### config.mk
export PLATFORM = sky130hd
export DESIGN_NAME = ltkat_cell
export DESIGN_NICKNAME = d
export VERILOG_FILES = /design/src/rtl/core/ltkat_pkg.sv /design/src/rtl/core/ltkat_cell.sv
export SDC_FILE = /design/constraint.sdc
export NUM_CORES = 1
export LEC_CHECK = 0
export BUFFER_PORTS_ARGS = -buffer_cell sky130_fd_sc_hd__buf_2
export CORE_AREA = 3 3 217 219
export CTS_CLUSTER_SIZE = 25
export DETAILED_ROUTE_END_ITERATION = 16
export DIE_AREA = 0 0 220 222
export GPL_TIMING_DRIVEN = 1
export PLACE_DENSITY_LB_ADDON = 0.05
export SKIP_CTS_REPAIR_TIMING = 1
export SYNTH_ARGS = -nofsm -noshare
export SYNTH_HDL_FRONTEND = slang
export SYNTH_SLANG_ARGS = --single-unit
### constraint.sdc
create_clock -name clk -period 17.3 [get_ports clk]
set_input_delay 0 -clock clk [delete_from_list [all_inputs] [get_ports clk]]
set_output_delay 0 -clock clk [all_outputs]
set_load 0.005 [all_outputs]
### src/rtl/core/ltkat_pkg.sv
`default_nettype none

package ltkat_pkg;

	localparam int MAG_W  = 32;
	localparam int RANK_W = 6;
	localparam int KEEP_W = 7;

	localparam logic              OP_OFFER   = 1'b0;
	localparam logic              OP_DUMP    = 1'b1;
	localparam logic [KEEP_W-1:0] KEEP_RESET = 7'd16;
	localparam logic [15:0]       STEP_MAX   = 16'hFFFF;

	// one offered item or dump request
	typedef struct packed {
		logic               opcode;
		logic signed [15:0] sample_real;
		logic signed [15:0] sample_imag;
		logic [63:0]        time_bits;
		logic [7:0]         antenna_first;
		logic [7:0]         antenna_second;
		logic [12:0]        channel_index;
		logic [1:0]         pol_index;
	} in_t;

	// one dump result
	typedef struct packed {
		logic               entry_valid;
		logic [RANK_W-1:0]  rank;
		logic [MAG_W-1:0]   magnitude_sq;
		logic signed [15:0] out_real;
		logic signed [15:0] out_imag;
		logic [15:0]        out_timestep;
		logic [7:0]         out_antenna_first;
		logic [7:0]         out_antenna_second;
		logic [12:0]        out_channel;
		logic [1:0]         out_pol;
		logic               last;
	} out_t;

	// one held list entry
	typedef struct packed {
		logic [MAG_W-1:0]   mag;
		logic signed [15:0] re;
		logic signed [15:0] im;
		logic [15:0]        step;
		logic [7:0]         ant_a;
		logic [7:0]         ant_b;
		logic [12:0]        chan;
		logic [1:0]         pol;
	} entry_t;

	// chain-wide control
	typedef struct packed {
		logic insert;  // write new entry at its sorted place, shift the tail up
		logic rotate;  // move every held entry one place toward the head, the head entry to the tail
	} ctrl_t;

endpackage

`default_nettype wire

### src/rtl/core/ltkat_cell.sv
`default_nettype none

module ltkat_cell #(
	parameter int CW  = 7,
	parameter int IDX = 0
) (
	input  wire                    clk,
	input  ltkat_pkg::ctrl_t       ctrl,
	input  wire [CW-1:0]           count,
	input  ltkat_pkg::entry_t      new_entry,
	input  ltkat_pkg::entry_t      prev_entry,
	input  wire                    prev_lt,
	input  ltkat_pkg::entry_t      next_entry,
	input  ltkat_pkg::entry_t      head_entry,
	output ltkat_pkg::entry_t      entry,
	output logic                   lt,
	output logic                   eq,
	output logic                   ge
);

	ltkat_pkg::entry_t entry_q;
	logic              occ;
	logic              tail;

	assign occ  = CW'(IDX) < count;
	assign tail = count == CW'(IDX + 1);

	assign lt = occ && (entry_q.mag < new_entry.mag);
	assign eq = occ && (entry_q.mag == new_entry.mag);
	assign ge = occ && !lt;

	assign entry = entry_q;

	// insert: smaller entries stay, the first non-smaller slot takes the new one,
	// everything above moves up by one
	always_ff @(posedge clk) begin
		if (ctrl.insert) begin
			if (!lt) begin
				entry_q <= prev_lt ? new_entry : prev_entry;
			end
		end else if (ctrl.rotate) begin
			entry_q <= tail ? head_entry : next_entry;
		end
	end

endmodule

`default_nettype wire
==> results.md, run 1 <==
* Chain of cells forming the critical path: ha_1, nand4_1, nor4_1, o21ai_0, a21oi_1, nor4_1, a21oi_4, buf_4
* Final setup fails at 0
* Worst-Skew Late Latency at 0.37 ns
* Num CTS Buffers at 9
* Internal reg-to-reg setup slack at 13.85 ns
* Sw Ratio at 0.302
* CP most frequent cell: nor4_1
* CP Launch Type: flip-flop
* Sequential group share of total power at 0.445
* Critical-path top delay cell: buf_4
* Synth warn at 0
* X dimension of the die at 220 um
* Starting utilization of the core area at 0.179
* RSZ-0062 raised after global routing: no
* Remaining Overflow, GRT at 0
* Tot GR Track Use at 0.152
* FFs w/ async S/R, synth at 0
* Number of stages on the worst hold path at 3
* Result of the run: finished, violations left
* Final count of pins violating max slew at 0
* DIE AREA at 48,800 um2
* Drt total wl at 38.9 mm
* Antenna violations before repair at 12
* Maximum fanout along the worst path at 61
* Sequential cell area fraction in the yosys report at 0.411
* Min cycle time layout at 3.45 ns
* Worst Max-Slew Pin Slew at 1.02 ns
* Destination of the worst hold path: entry[77]
* Hold violation total from the final report at 13
* Post-Route Setup TNS at 0 ns
* Synth Net Count at 1,227
* Antenna-violating nets left at 0
* Vias in the first global route at 8,225
* Startpoint of the worst hold path: head_entry[77]
* Count of boundary I/O pins at 569
* CTS tree: done
* Failing checks: negative hold slack
* Final net count at 1,800
* Largest net degree at the start of global routing at 74
* FF+latch count, synth at 111
* Share of cells above drive strength 1 at 0.509
* Avg Synthesized Cell Area at 11.0 um2
* Vias at 7,977
* CTS H-tree depth at 3
* Clock group share of total power at 0.261
* Power per cell area at 64.1 nW/um2
* Source of the worst register-to-register timing path: entry[109]
* Maximum ir drop on the vdd rail at 0.0354 mV
* Net Switching at 0.236 mW
* Max-cap viol count at 0
* Root buffer cell: clkbuf_16
* WP data required at 17.30 ns
* P&R area growth vs syn at 50.1%
* Fmax at 0.290 GHz
* Max Buffers Root-to-Sink at 2
* Die boundary height at 222 um
* Initial DRC count at 217
* Endpoint kind of the worst setup timing path: flip-flop
* Number of distinct library cells after synthesis at 32
* DRC at 0
* Reg-to-reg critical path endpoint: entry[58]
* Worst setup skew after layout at 0.0127 ns
* Number of search-and-repair iterations in the first detailed-routing pass at 4
* Detail-routed via count per cell at 4.15
* Max FFs per register at 111
* Hold Crit Class: input pin to flip-flop
* Port bufs at 568
* Wire length of the first global-routing pass at 54.3 mm
* Delay of the slowest cell on the worst path at 0.69 ns
* Rows at 78
* Clock sink count at 111
* Crit Path Class: flip-flop to flip-flop
* Number of instances in the synthesized netlist at 740
* DPL Wire Length at 31.3 mm
* Proportion of power drawn by combinational gates at 0.294
* Netlist area before placement at 8100 um2
* Worst hold slack at -0.0176 ns
* Arrival time worst endpoint at 3.45 ns
* P_int at 0.544 mW
* Relative slew slack at 0.323
* CTS clk-pin slew, worst paths at 0.08 ns
* Worst R2R Path Depth at 8
* RD Place Congestion at 0.778
* Average wire length per cell after detail routing at 20.2 um
* Main synth FF type: edfxtp_1
* Part of the cycle the worst path needs at 0.199
* Leakage at 5.47 nW
* Post-synth EDFFs at 111
* Standard cell core area at 45,300 um2
cell usage in the layout, fill, tap and decap left out, drive strengths merged, types with 4 or more instances in the layout:
| cell | n |
|---|---|
| a21o | 4 |
| mux2i | 111 |
| diode | 7 |
| nor4 | 5 |
| nand4 | 6 |
| clkinv | 5 |
| nand2 | 8 |
| inv | 33 |
| ha | 32 |
| and2 | 112 |
| buf | 575 |
| nor2 | 5 |
| a21oi | 122 |
| a211oi | 114 |
| dlygate4sd3 | 48 |
| clkbuf | 11 |
| edfxtp | 111 |
layer usage:
layer / share of wire / routed length (um) / GRT usage / vias up
li1: - / - / - / 3957
met1: 0.39 / 15100 / 0.169 / 3672
met2: 0.51 / 19800 / 0.274 / 317
met3: 0.091 / 3550 / 0.0615 / 23
met4: 0.011 / 441 / 0.0301 / 8
met5: 0.0010 / 40 / 0 / -
power by group through the flow:
stage	Sequential, mW	Combinational, mW	Clock, mW
after floorplan	0.363	0.0927	0
after CTS	0.348	0.226	0.218
after global placement	0.353	0.228	0
after global routing	0.351	0.256	0.226
after detailed placement	0.354	0.226	0
final	0.347	0.229	0.204
cell families after synthesis:
group | after synthesis | share of synthesized area
AOI/OAI and AO/OA | 248 | 0.226
and+or+nand+nor | 143 | 0.114
muxes | 111 | 0.137
DFF | 111 | 0.411
buffers and inverters | 95 | 0.0630
adders and majority gates | 32 | 0.0494
how the worst max path moves through the flow:
stage                          start         to  slack (ns)  depth (start not counted)
after detailed placement  entry[109]  entry[45]       13.86                          8
after global routing      entry[109]  entry[57]       13.61                          8
after global placement    entry[109]  entry[56]       13.96                          8
final                     entry[109]  entry[58]       13.85                          8
after floorplan           entry[110]   entry[0]        9.68                          7
after CTS                 entry[109]  entry[57]       13.83                          8
worst max-delay path: cells and delay by family (launching register included):
family | cells | cell delay (ns)
simple gates | 3 | 0.97
buf+inv | 1 | 0.69
compound gates | 3 | 0.60
flops | 1 | 0.40
fa+ha+maj | 1 | 0.33
Yosys cell counts (6+ instances only):
library cell,count,area share
a211oi_1,59,0.055
a211oi_2,55,0.085
a21oi_1,122,0.075
and2_0,53,0.041
and2_1,37,0.029
and2_4,20,0.022
buf_2,6,0.0037
buf_6,19,0.026
clkbuf_1,33,0.015
edfxtp_1,111,0.41
ha_1,32,0.049
inv_1,33,0.015
mux2i_1,111,0.14
nand2_1,7,0.0032
nand4_1,6,0.0046
area by class of cell:
type,instances,area (um2)
well taps,600,751
inverters,33,124
diodes,7,17.5
fillers,4991,33100
repair buffers,624,3400
multi-input cells,534,4280
clock buffers,10,229
clock inverters,5,26.3
flip-flops and latches,111,3330
metrics by stage:
stage / setup WS, ns / util / instance area, um2 / power [mW] / cells
2_1_floorplan: 9.68 / - / 8100 / 0.456 / 740
3_3_place_gp: 13.96 / 0.252 / 11400 / 0.581 / 1854
3_5_place_dp: 13.86 / 0.252 / 11400 / 0.580 / 1854
4_1_cts: 13.83 / 0.258 / 11700 / 0.793 / 1869
5_1_grt: 13.61 / 0.268 / 12200 / 0.832 / 1920
6_report: 13.85 / 0.269 / 12200 / 0.780 / 1924
No activity file was read; power rests on OpenSTA's default activity.
==> inputs of run 2 (changes only) <==
--- a/config.mk
+++ b/config.mk
@@ -5,11 +5,12 @@
 export SDC_FILE = /design/constraint.sdc
 export NUM_CORES = 1
 export LEC_CHECK = 0
+export ABC_AREA = 1
 export BUFFER_PORTS_ARGS = -buffer_cell sky130_fd_sc_hd__buf_2
-export CORE_AREA = 3 3 217 219
+export CORE_AREA = 3 3 223 225
 export CTS_CLUSTER_SIZE = 25
 export DETAILED_ROUTE_END_ITERATION = 16
-export DIE_AREA = 0 0 220 222
+export DIE_AREA = 0 0 226 228
 export GPL_TIMING_DRIVEN = 1
 export PLACE_DENSITY_LB_ADDON = 0.05
 export SKIP_CTS_REPAIR_TIMING = 1
==> constraint.sdc (replaced) <==
create_clock -name clk -period 2.8 [get_ports clk]
set_input_delay 0 -clock clk [delete_from_list [all_inputs] [get_ports clk]]
set_output_delay 0 -clock clk [all_outputs]
set_load 0.005 [all_outputs]
==> results.md, run 2 <==
* Result of the run: finished, violations left
* Failing checks: negative hold slack
* Antenna violations before repair at 8 (-4)
* Min cycle time layout at 2.41 ns (-1.04 ns)
* FFs w/ async S/R, synth at 0 (unchanged)
* Post-synth EDFFs at 111 (unchanged)
* RD Place Congestion at 0.815 (+4.8%)
* CP Launch Type: flip-flop
* Sequential cell area fraction in the yosys report at 0.457 (+0.0456)
* Cell taking the most area after synthesis: edfxtp_1
* Share of cells above drive strength 1 at 0.417 (-0.0914)
* Root buffer cell: clkbuf_16
* Critical-path top delay cell: edfxtp_1
* Top-area cell type share of the netlist area at 0.457 (+0.0456)
* Initial DRC count at 342 (+58%)
* Avg Synthesized Cell Area at 8.06 um2 (-26%)
* Setup slack after layout at 0.394 ns (-13.46 ns)
* Max-cap viol count at 0 (unchanged)
* Detail-routed via count per cell at 4.24 (+2.3%)
* Hold Crit Class: input pin to flip-flop
* Arrival time worst endpoint at 2.48 ns (-0.97 ns)
* CTS clk-pin slew, worst paths at 0.09 ns (about the same)
* Die boundary height at 228 um (+2.7%)
* FF+latch count, synth at 111 (unchanged)
* Final count of pins violating max slew at 0 (unchanged)
* Number of search-and-repair iterations in the first detailed-routing pass at 5 (+1)
* Most instantiated library cell after synthesis: nor2_1
* Port bufs at 568 (unchanged)
* Chain of cells forming the critical path: ha_1, nand2_1, nor2_1, nand2_1, inv_1, nand2_1, nor2_1, nand2_1, nand4_1, nand2_1, nand2_8, buf_4
* Commonest non-fill, non-tap cell in the layout: buf_2
* CP most frequent cell: nand2_1
* Tot GR Track Use at 0.155 (+0.00257)
* Vias in the first global route at 9,331 (+13%)
* Remaining Overflow, GRT at 0 (unchanged)
* Starting utilization of the core area at 0.153 (-0.0262)
* DIE AREA at 51,500 um2 (+5.5%)
* RSZ-0062 raised after global routing: no
* Worst-Skew Late Latency at 0.38 ns (about the same)
* Top post-synthesis cells by area: edfxtp_1 46%, o21ai_0 12%, nor2_1 9.0%
* Delay of the slowest cell on the worst path at 0.39 ns (-0.30 ns)
* Num CTS Buffers at 9 (unchanged)
* Leakage at 5.30 nW (-3.2%)
* Synth Net Count at 1,392 (+13%)
* Total power draw at 4.78 mW (+510%)
* Clock sink count at 111 (unchanged)
* Worst Max-Slew Pin Slew at 0.906 ns (-0.109 ns)
* CTS tree: done
* CTS H-tree depth at 3 (unchanged)
* Global Route met3 Usage at 0.0539 (-0.00766)
* Post-Place Worst Slack at 0.362 ns (-13.50 ns)
* Post-Route Setup TNS at 0 ns (unchanged)
* Rows at 80 (+2.6%)
* Vias at 8,853 (+11%)
* DRC at 0 (unchanged)
* P&R area growth vs syn at 56.5%
* Final net count at 1,951 (+8.4%)
* Top Usage Layer GRT: met2
* Wire length of the first global-routing pass at 59.3 mm (+9.2%)
* Endpoint kind of the worst setup timing path: flip-flop
* Standard cell core area at 47,700 um2 (+5.4%)
* Crit Path Class: flip-flop to flip-flop
* DPL Wire Length at 32.9 mm (+5.2%)
* Buffers & Inverters on Critical Path at 2 (+1)
* Max Buffers Root-to-Sink at 2 (unchanged)
* Main synth FF type: edfxtp_1
* Power per cell area at 418 nW/um2 (+550%)
* Worst setup skew after layout at 0.0112 ns (-0.00154 ns)
* Max FFs per register at 111 (unchanged)
* GR met1 Demand/Resource at 0.172 (+0.00303)
* Maximum ir drop on the vdd rail at 0.284 mV (+700%)
* X dimension of the die at 226 um (+2.7%)
* Netlist area before placement at 7290 um2 (-10%)
* Synth warn at 0 (unchanged)
* Drt total wl at 41.5 mm (+6.5%)
* Average wire length per cell after detail routing at 19.9 um (-1.8%)
* Final setup fails at 0 (unchanged)
* WP data required at 2.87 ns (-14.43 ns)
* Part of the cycle the worst path needs at 0.859 (+0.660)
* Largest net degree at the start of global routing at 98 (+32%)
* Number of distinct library cells after synthesis at 22 (-31%)
* Maximum fanout along the worst path at 22 (-64%)
* Fmax at 0.416 GHz (+43%)
* Leading post-synthesis cells by instance count: 175 x nor2_1, 173 x o21ai_0, 111 x edfxtp_1, 103 x a21oi_1, 80 x o22ai_1
* Antenna-violating nets left at 0 (unchanged)
* Count of boundary I/O pins at 569 (unchanged)
* Hold violation total from the final report at 15 (+2)
* Top library cells by usage in the layout, fill and taps aside: 567 x buf_2, 175 x nor2_1, 173 x o21ai_0
* Number of instances in the synthesized netlist at 905 (+22%)
* Relative slew slack at 0.396 (+0.0729)
* Met2 usage in global routing at 0.281 (+0.00686)
* Cell type group with the largest total delay on the critical path: simple AND/OR/NAND/NOR gates
* Worst hold slack at -0.0212 ns (-0.00366 ns)
==> run 2: kinds of logic (layout without fill, tap and decap cells) <==
group           count (synthesis)  in the layout  share of synthesized area
flops                         111            111                      0.457
other cells                     0              4                          0
buf+inv                       121            685                     0.0748
simple gates                  263            263                      0.139
fa+ha+maj                      32             32                     0.0549
compound gates                378            378                      0.274
==> run 2: metal layers <==
layer  part of all wire  up-vias
met3              0.082       33
met5             0.0016        -
met2               0.51      332
li1                   -     4350
met1               0.39     4128
met4              0.015       10
==> run 2: through the flow <==
step | cell area, um2 | utilization | cells
6_report | 11400 | 0.239 | 2088
3_3_place_gp | 10800 | 0.227 | 2040
5_1_grt | 11400 | 0.239 | 2085
2_1_floorplan | 7300 | - | 905
4_1_cts | 11100 | 0.233 | 2056
3_5_place_dp | 10800 | 0.227 | 2040
==> run 2: tightest hold or removal path: stages <==
cell,delay [ns]
buf_2,0.07
nor2_1,0.04
o22ai_1,0.12
==> run 2: worst paths after layout <==
check | start | endpoint | slack (ns) | cells after the start
setup / recovery | entry[102] | entry[4] | 0.39 | 12
setup reg to reg | entry[102] | entry[4] | 0.39 | 12
hold / removal | next_entry[40] | entry[40] | -0.02 | 3
hold reg to reg | entry[110] | entry[87] | 1.35 | 8
==> run 2: area by class of cell <==
type / instances / area [um2]
fill: 5423 / 36300
clock buffer: 10 / 229
timing repair buffer: 620 / 3390
multi-input combinational: 673 / 3440
sequential: 111 / 3330
antenna: 4 / 10.0
tap: 615 / 769
clock inverter: 6 / 51.3
inverter: 49 / 189
==> run 2: power by group <==
group	leakage, nW	internal (mW)	switching, mW
sequential	1.07	2.06	0.0508
clock	0.140	0.623	0.684
combinational	4.08	0.613	0.744
==> inputs of run 3 (changes only) <==
--- a/config.mk
+++ b/config.mk
@@ -7,11 +7,12 @@
 export LEC_CHECK = 0
 export ABC_AREA = 1
 export BUFFER_PORTS_ARGS = -buffer_cell sky130_fd_sc_hd__buf_2
-export CORE_AREA = 3 3 223 225
+export CORE_AREA = 3 3 217 219
 export CTS_CLUSTER_SIZE = 25
 export DETAILED_ROUTE_END_ITERATION = 16
-export DIE_AREA = 0 0 226 228
+export DIE_AREA = 0 0 220 222
 export GPL_TIMING_DRIVEN = 1
+export HOLD_SLACK_MARGIN = 0.02
 export PLACE_DENSITY_LB_ADDON = 0.05
 export SKIP_CTS_REPAIR_TIMING = 1
 export SYNTH_ARGS = -nofsm -noshare
==> constraint.sdc (replaced) <==
create_clock -name clk -period 2.9 [get_ports clk]
set_input_delay 0 -clock clk [delete_from_list [all_inputs] [get_ports clk]]
set_output_delay 0 -clock clk [all_outputs]
set_load 0.005 [all_outputs]
==> results.md, run 3 (synthesis results as in run 2) <==
* Largest net degree at the start of global routing at 81 (-17%)
* Standard cell core area at 45,300 um2 (-5.2%)
* CTS H-tree depth at 3 (unchanged)
* Sequential group share of total power at 0.438 (-0.005)
* Relative slew slack at 0.596 (+0.200)
* Post-Route Setup TNS at 0 ns (unchanged)
* Source of the worst register-to-register timing path: entry[110]
* RD Place Congestion at 0.824 (+1.0%)
* DRC at 0 (unchanged)
* Filler Cell Count at 5,127 (-5.5%)
* Drt total wl at 40.9 mm (-1.3%)
* Hold Crit Class: input pin to flip-flop
* Remaining Overflow, GRT at 0 (unchanged)
* CP Launch Type: flip-flop
* Worst Max-Slew Pin Slew at 0.606 ns (-0.300 ns)
* Starting utilization of the core area at 0.161 (+0.00831)
* X dimension of the die at 220 um (-2.7%)
* Worst R2R Path Depth at 12 (unchanged)
* Commonest non-fill, non-tap cell in the layout: buf_2
* Result of the run: complete, no violations
* Final setup fails at 0 (unchanged)
* Count of boundary I/O pins at 569 (unchanged)
* Num CTS Buffers at 9 (unchanged)
* Initial DRC count at 359 (+5.0%)
* Part of the cycle the worst path needs at 0.840 (-0.0186)
* Setup slack after layout at 0.463 ns (+0.0681 ns)
* RSZ-0062 raised after global routing: no
* Root buffer cell: clkbuf_16
* Combined flip-flop and latch cell area at 3330 um2 (unchanged)
* Power per cell area at 404 nW/um2 (-3.5%)
* Startpoint of the worst hold path: prev_entry[94]
* Tot GR Track Use at 0.160 (+0.00523)
* Final net count at 1,962 (+0.56%)
* Crit Path Class: flip-flop to flip-flop
* Internal reg-to-reg setup slack at 0.46 ns (+0.07 ns)
* P&R area growth vs syn at 58.1%
* Die boundary height at 222 um (-2.6%)
* WP data required at 2.97 ns (+0.10 ns)
* Rows at 78 (-2.5%)
* Post-Place Worst Slack at 0.392 ns (+0.0297 ns)
* Clock group share of total power at 0.276 (+0.003)
* Destination of the worst hold path: entry[94]
* Antenna-violating nets left at 0 (unchanged)
* Average wire length per cell after detail routing at 19.6 um (-1.1%)
* Proportion of power drawn by combinational gates at 0.286 (+0.002)
* Number of search-and-repair iterations in the first detailed-routing pass at 4 (-1)
* Top library cells by usage in the layout, fill and taps aside: 567 x buf_2, 175 x nor2_1, 173 x o21ai_0
* Max Buffers Root-to-Sink at 2 (unchanged)
* Wire length of the first global-routing pass at 58.1 mm (-2.1%)
* Hold violation total from the final report at 0 (-15)
* Share of cells above drive strength 1 at 0.415 (-0.00215)
* Vias at 8,923 (+0.79%)
* DIE AREA at 48,800 um2 (-5.2%)
* Endpoint kind of the worst setup timing path: flip-flop
* Max FFs per register at 111 (unchanged)
* CTS clk-pin slew, worst paths at 0.08 ns (about the same)
* Final count of pins violating max slew at 0 (unchanged)
* Maximum ir drop on the vdd rail at 0.203 mV (-29%)
* P_int at 3.26 mW (-1.2%)
* Port bufs at 568 (unchanged)
* Worst setup skew after layout at 0.0105 ns (-0.000660 ns)
* Sw Ratio at 0.300 (-0.00941)
* Leakage at 5.35 nW (+0.92%)
* CTS tree: done
* Clock sink count at 111 (unchanged)
* Maximum fanout along the worst path at 27 (+23%)
* Detail-routed via count per cell at 4.28 (+0.98%)
* Number of stages on the worst hold path at 3 (unchanged)
* Vias in the first global route at 9,274 (-0.61%)
* Max-cap viol count at 0 (unchanged)
* DPL Wire Length at 32.6 mm (-1.1%)
* Min cycle time layout at 2.44 ns (+0.0319 ns)
* Antenna violations before repair at 8 (unchanged)
* Total area of multi-input combinational cells at 3440 um2 (unchanged)
* Net Switching at 1.40 mW (-5.5%)
* Fmax at 0.410 GHz (-1.3%)
* Reg-to-reg critical path endpoint: entry[93]
* Arrival time worst endpoint at 2.51 ns (+0.03 ns)
* Worst-Skew Late Latency at 0.37 ns (about the same)
[run 3: cell count changes in the layout (fill, tap and decap cells not counted)]
| cell | delta |
|---|---|
| clkinv_1 | +2 |
| clkbuf_1 | -1 |
| buf_12 | +2 |
| diode_2 | +1 |
| clkinvlp_4 | +2 |
| buf_4 | +1 |
| clkinv_2 | -1 |
| bufinv_16 | +1 |
| dlygate4sd3_1 | +8 |
| clkinv_4 | -1 |
| inv_8 | -1 |
| inv_6 | -2 |
[run 3: final cells by class]
type                       instances  area share
clock buffer                       9      0.0195
sequential                       111       0.289
inverter                          49      0.0164
antenna                            5     0.00108
multi-input combinational        673       0.298
timing repair buffer             631       0.305
tap                              600      0.0651
clock inverter                     6     0.00532
[run 3: layer usage]
layer	track usage	wire, um
met1	0.178	15800
met2	0.285	20600
met3	0.0508	3430
met4	0.0592	1040
met5	0	39
[run 3: power by group through the flow]
stage	logic, mW	registers, mW	clock network (mW)
floorplan	0.483	2.11	0
global placement	1.34	2.08	0
detailed placement	1.33	2.08	0
CTS	1.33	2.04	1.37
global route	1.50	2.06	1.41
finish	1.33	2.04	1.28
[run 3: worst max-delay path by stage]
stage	startpoint	to	slack, ns	depth (start not counted)
finish	entry[110]	entry[93]	0.46	12
global route	entry[102]	entry[94]	0.19	12
CTS	entry[106]	entry[93]	0.39	12
detailed placement	entry[106]	entry[93]	0.39	12
global placement	entry[106]	entry[93]	0.40	12
floorplan	entry[110]	entry[0]	0.34	11
[run 3: stage by stage]
step / power [mW] / instance area, um2 / hold slack [ns] / utilization / cells
global route: 4.97 / 11500 / 0.0189 / 0.255 / 2082
CTS: 4.74 / 11200 / -0.0465 / 0.246 / 2043
detailed placement: 3.40 / 10900 / 0.358 / 0.240 / 2028
finish: 4.66 / 11500 / 0.000396 / 0.255 / 2084
global placement: 3.41 / 10900 / 0.360 / 0.240 / 2028
floorplan: 2.59 / 7300 / 0.217 / - / 905
[run 3: critical path: stages, from the launching register on]
cell,delay (ns)
edfxtp_1,0.39
ha_1,0.31
nand2_1,0.08
nor2_1,0.13
nand2_1,0.11
inv_1,0.08
nand2_1,0.07
nor2_1,0.09
nand2_1,0.07
nand4_1,0.11
nand2_1,0.14
nand2_8,0.29
buf_4,0.28
